$ cat config.mk
export PLATFORM = sky130hd
export DESIGN_NAME = tfuv_ctrl
export DESIGN_NICKNAME = d
export VERILOG_FILES = /design/src/triangle_tangent_from_uv_defines.svh /design/src/tfuv_pkg.sv /design/src/tfuv_ctrl.sv
export SDC_FILE = /design/constraint.sdc
export NUM_CORES = 1
export LEC_CHECK = 0
export ABC_AREA = 1
export ABC_CLOCK_PERIOD_IN_PS = 2000
export CORE_MARGIN = 2
export CORE_UTILIZATION = 45
export CTS_BUF_LIST = sky130_fd_sc_hd__clkbuf_16
export DETAILED_ROUTE_END_ITERATION = 6
export DONT_BUFFER_PORTS = 1
export GPL_TIMING_DRIVEN = 1
export REMOVE_ABC_BUFFERS = 1
export SLEW_MARGIN = 20
export SYNTH_ARGS = -nofsm -noshare
export SYNTH_HDL_FRONTEND = slang
export SYNTH_SLANG_ARGS = --single-unit
$ cat constraint.sdc
create_clock -name clk_i -period 2 [get_ports clk_i]
set_input_delay 0.6 -clock clk_i [delete_from_list [all_inputs] [get_ports clk_i]]
set_output_delay 0.6 -clock clk_i [all_outputs]
set_load 0.01 [all_outputs]
$ cat src/triangle_tangent_from_uv_defines.svh
// assertion macros shared by the tangent block
// no dependencies; included by the top level only
`ifndef TRIANGLE_TANGENT_FROM_UV_DEFINES_SVH
`define TRIANGLE_TANGENT_FROM_UV_DEFINES_SVH

// implication checked on every clock edge out of reset
`define TFUV_ASSERT_IMP(label, ante, cons, msg) \
  label: assert property (@(posedge clk_i) disable iff (!rst_ni) (ante) |-> (cons)) \
    else $error(msg);

// implication whose consequent is checked in the next cycle
`define TFUV_ASSERT_NEXT(label, ante, cons, msg) \
  label: assert property (@(posedge clk_i) disable iff (!rst_ni) (ante) |=> (cons)) \
    else $error(msg);

`endif

$ cat src/tfuv_pkg.sv
// shared types and constants for the triangle tangent block
// no dependencies
`timescale 1ns / 1ps

package tfuv_pkg;

  localparam int FRAC_BITS_DEF = 16;
  localparam int CW = 32;   // field width
  localparam int DW = 33;   // difference width
  localparam int PW = 66;   // product width
  localparam int SW = 67;   // difference of two products
  localparam int QW = 32;   // quotient bits produced

  typedef struct packed {
    logic signed [CW-1:0] pos_x;
    logic signed [CW-1:0] pos_y;
    logic signed [CW-1:0] pos_z;
    logic signed [CW-1:0] tex_u;
    logic signed [CW-1:0] tex_v;
  } in_t;

  typedef struct packed {
    logic signed [CW-1:0] tangent_x;
    logic signed [CW-1:0] tangent_y;
    logic signed [CW-1:0] tangent_z;
    logic [1:0]           corner_slot;
    logic                 degenerate;
    logic                 last_of_triangle;
  } out_t;

  // controller to datapath commands
  typedef struct packed {
    logic       load;
    logic [1:0] load_idx;
    logic       diff;
    logic       dmul;
    logic       dsub;
    logic       nmul;
    logic       nsub;
    logic       dchk;
    logic       dstep;
    logic       wr;
    logic       emit;
    logic [1:0] slot;
    logic [1:0] comp;
  } cmd_t;

  // datapath to controller status
  typedef struct packed {
    logic det_zero;
    logic out_free;
  } sts_t;

  localparam logic [1:0] SLOT_LAST = 2'd2;
  localparam logic [1:0] COMP_LAST = 2'd2;

endpackage

$ cat src/tfuv_ctrl.sv
// sequencer for the tangent block: corner counting and per-slot steps
// depends on tfuv_pkg
`timescale 1ns / 1ps

module tfuv_ctrl (
  input  logic          clk_i,
  input  logic          rst_ni,
  input  logic          in_valid_i,
  output logic          in_stall_o,
  input  tfuv_pkg::sts_t sts_i,
  output tfuv_pkg::cmd_t cmd_o
);
  import tfuv_pkg::*;

  localparam logic [3:0] ST_IDLE = 4'd0;
  localparam logic [3:0] ST_DIFF = 4'd1;
  localparam logic [3:0] ST_DMUL = 4'd2;
  localparam logic [3:0] ST_DSUB = 4'd3;
  localparam logic [3:0] ST_NMUL = 4'd4;
  localparam logic [3:0] ST_NSUB = 4'd5;
  localparam logic [3:0] ST_DCHK = 4'd6;
  localparam logic [3:0] ST_DIV  = 4'd7;
  localparam logic [3:0] ST_WR   = 4'd8;
  localparam logic [3:0] ST_EMIT = 4'd9;

  localparam int STEPW = $clog2(QW);

  logic [3:0]       state_q, state_d;
  logic [1:0]       cnt_q, cnt_d;
  logic [1:0]       slot_q, slot_d;
  logic [1:0]       comp_q, comp_d;
  logic [STEPW-1:0] step_q, step_d;

  // next state and commands
  always_comb begin
    state_d    = state_q;
    cnt_d      = cnt_q;
    slot_d     = slot_q;
    comp_d     = comp_q;
    step_d     = step_q;
    cmd_o      = '0;
    cmd_o.slot = slot_q;
    cmd_o.comp = comp_q;
    cmd_o.load_idx = cnt_q;
    in_stall_o = 1'b1;
    case (state_q)
      ST_IDLE: begin
        in_stall_o = 1'b0;
        if (in_valid_i) begin
          cmd_o.load = 1'b1;
          if (cnt_q == SLOT_LAST) begin
            cnt_d   = '0;
            slot_d  = '0;
            state_d = ST_DIFF;
          end else begin
            cnt_d = cnt_q + 2'd1;
          end
        end
      end
      ST_DIFF: begin
        cmd_o.diff = 1'b1;
        state_d    = ST_DMUL;
      end
      ST_DMUL: begin
        cmd_o.dmul = 1'b1;
        state_d    = ST_DSUB;
      end
      ST_DSUB: begin
        cmd_o.dsub = 1'b1;
        comp_d     = '0;
        state_d    = ST_NMUL;
      end
      ST_NMUL: begin
        if (sts_i.det_zero) begin
          state_d = ST_EMIT;
        end else begin
          cmd_o.nmul = 1'b1;
          state_d    = ST_NSUB;
        end
      end
      ST_NSUB: begin
        cmd_o.nsub = 1'b1;
        state_d    = ST_DCHK;
      end
      ST_DCHK: begin
        cmd_o.dchk = 1'b1;
        step_d     = STEPW'(QW - 1);
        state_d    = ST_DIV;
      end
      ST_DIV: begin
        cmd_o.dstep = 1'b1;
        step_d      = step_q - 1'b1;
        if (step_q == '0) state_d = ST_WR;
      end
      ST_WR: begin
        cmd_o.wr = 1'b1;
        if (comp_q == COMP_LAST) begin
          state_d = ST_EMIT;
        end else begin
          comp_d  = comp_q + 2'd1;
          state_d = ST_NMUL;
        end
      end
      ST_EMIT: begin
        if (sts_i.out_free) begin
          cmd_o.emit = 1'b1;
          if (slot_q == SLOT_LAST) begin
            state_d = ST_IDLE;
          end else begin
            slot_d  = slot_q + 2'd1;
            state_d = ST_DIFF;
          end
        end
      end
      default: state_d = ST_IDLE;
    endcase
  end

  // control registers
  always_ff @(posedge clk_i or negedge rst_ni) begin
    if (!rst_ni) begin
      state_q <= ST_IDLE;
      cnt_q   <= '0;
      slot_q  <= '0;
      comp_q  <= '0;
      step_q  <= '0;
    end else begin
      state_q <= state_d;
      cnt_q   <= cnt_d;
      slot_q  <= slot_d;
      comp_q  <= comp_d;
      step_q  <= step_d;
    end
  end

endmodule

==> results.toml <==
[cts]
postCtsSetupBuffers = 0
cts_tree = "done"
clk_latency_ns = 0.25
clock_path_buffers = 2
cts.repair.resized = 0
numCtsBuffers = 3
cts_root_buf = "clkbuf_16"
h-tree-depth = 1
hold_buffers = 0
clk_pin_slew_ns = 0.05
cts_sinks = 15

[critical_path]
start_kind = "register"
r2r_start = "state_q[3]"
cp-startpoint = "state_q[2]"
worstPathArrival_ns = 1.31
path_class = "register to primary output"
endpoint_kind = "primary output"
cp.required_ns = 1.40
crit_fanout = 4

[power]
powerDensity_nw_per_um2 = 1578
vdd_drop_max_v = 0.0006428
leakage_nw = 0.5166

[logic_synthesis]
synth_seq_cells = 15
ys_seq_area_share_pct = 42.31
synth-edff-count = 0
postSynthCellCount = 122
ys_types = 15
async_flop_share_pct = 100.0
synth_area_leader_cell = "dfrtp_1"
synth_commonest_cells = "nand2_1 (30), inv_1 (23), dfrtp_1 (15)"
synth-main-ff-cell = "dfrtp_1"
netlist.area_leader.share_pct = 42.31
synth_warnings = 0
synth.most_common_cell = "nand2_1"
syn_avg_cell_area_um2 = 7.271
syn-cell-area_um2 = 887.1
yosys-top-cells-area = "dfrtp_1 (42%), nand2_1 (13%), inv_1 (9.7%), nand3_1 (7.9%), o21ai_0 (6.8%)"

[sta]
worst_slew_pin_slew_ns = 0.3926
rsz0062_at_grt = "no"
timing.final.ws_setup_ns = 0.08625
finalHoldViolations = 0
fin_setup_tns_ns = 0
period_share_pct = 95.69
slew_headroom_pct = 73.62
finClkSkew_ns = 0.003164
setup_viol = 0
fmax_mhz = 522.5
holdWs_ns = 0.04169
min_period_ns = 1.914
slew_viol_final = 0

[floorplan]
dieHeight_um = 48.40
start_util_pct = 46.64
fp-row-count = 16
num_io_pins = 22
die_width_um = 48.40
dieArea_um2 = 2343
design.core.area_um2 = 1902

[placed_design]
dpl_cell_area_um2 = 920.9
io_buffers = 0
place_ws_ns = 0.2839
place_hpwl_mm = 1.424
dpl.cell_count = 149
gp_congestion = 0.8761

[detailed_routing]
drt-met1-wl_um = 860
vias = 771
firstDrtPassIters = 4
routedWlPerCell_um = 12.07
top_layer = "met4"
vias_per_cell = 5.039
wl_met3_um = 138
drtIter0Drc = 21
drc = 0
drtAntennaViolNets = 0
wl_met2_um = 798
routed_wl_mm = 1.846

[layout]
final_cells = 153
final_net_count = 135
synthToLayoutAreaGrowth_pct = 14.10
stdcell_area_um2 = 1012
diodes = 0
drive_gt1_share_pct = 11.90

[global_routing]
grt_pass1_vias = 723
grt_overflow_total = 0
grt.total_usage_pct = 17.67
grt_pass1_wl_mm = 3.132
antenna_found_initial = 0
grt_max_degree = 16

[worst_hold_path]
hold_class = "input pin to asynchronous set/reset pin"

[run]
cap_viol_max_count = 0

[run_status]
status = "completed"
## power by group
| part | switching (W) | internal, W |
|---|---|---|
| Combinational | 0.000452 | 0.000197 |
| Clock | 0.000129 | 0.000267 |
| Sequential | 0.000138 | 0.000415 |
| Total | 0.000718 | 0.000879 |
## state kept, by name (all words and copies together), names as in the netlist
signal / cells
comp_q: 2
slot_q: 2
state_q: 4
cnt_q: 2
step_q: 5
## logic make-up (layout without fill, tap and decap cells)
family,count (synthesis),after routing,share of synthesized area [%]
DFF,15,15,42.31
AOI/OAI and AO/OA,15,15,9.451
buffers and inverters,23,27,9.732
and+or+nand+nor,66,66,34.27
adders and majority gates,3,3,4.232
## critical path, cell delays in order (launching register included)
cell	delay [ns]
dfrtp_1	0.43
nor2_2	0.22
inv_1	0.09
nor3_1	0.32
## worst paths after layout
kind / slack, ns / depth (start not counted) / endpoint
max: 0.09 / 3 / cmd_o[12]
min: 0.04 / 0 / state_q[0]
max in group asynchronous: 1.88 / 0 / state_q[0]
min reg2reg: 0.50 / 1 / step_q[3]
min in group clk_i: 0.50 / 1 / step_q[3]
max reg2reg: 0.60 / 8 / state_q[3]
## layout by cell type (no fill, tap or decap), drive strengths merged
cell and instances:
nor2 18, clkbuf 3, o211ai 1, nor3 2, o31ai 1, nand3b 1
clkinv 1, ha 3, nand2 31, o21ai 13, dfrtp 15, nand3 14
inv 23
## cell type report
type,instances,area (um2)
fillers,194,889.6
multi-input cells,84,435.4
flip-flops and latches,15,376.6
inverters,23,86.33
clock buffers,3,75.07
well taps,27,33.78
clock inverters,1,5.005
## per-stage QoR
stage                     total power [W]  utilization (%)
after floorplan                  0.001040                -
after global placement           0.001157            48.42
after detailed placement         0.001176            48.42
after CTS                        0.001587            52.63
after global routing             0.001731            53.22
final                            0.001597            53.22
## per-layer routing
metal | global-route usage [%] | vias up
li1 | - | 392
met1 | 22.27 | 342
met2 | 25.46 | 32
met3 | 5.247 | 5
met4 | 13.33 | 0
met5 | 0 | -
No activity file was read; power rests on OpenSTA's default activity.
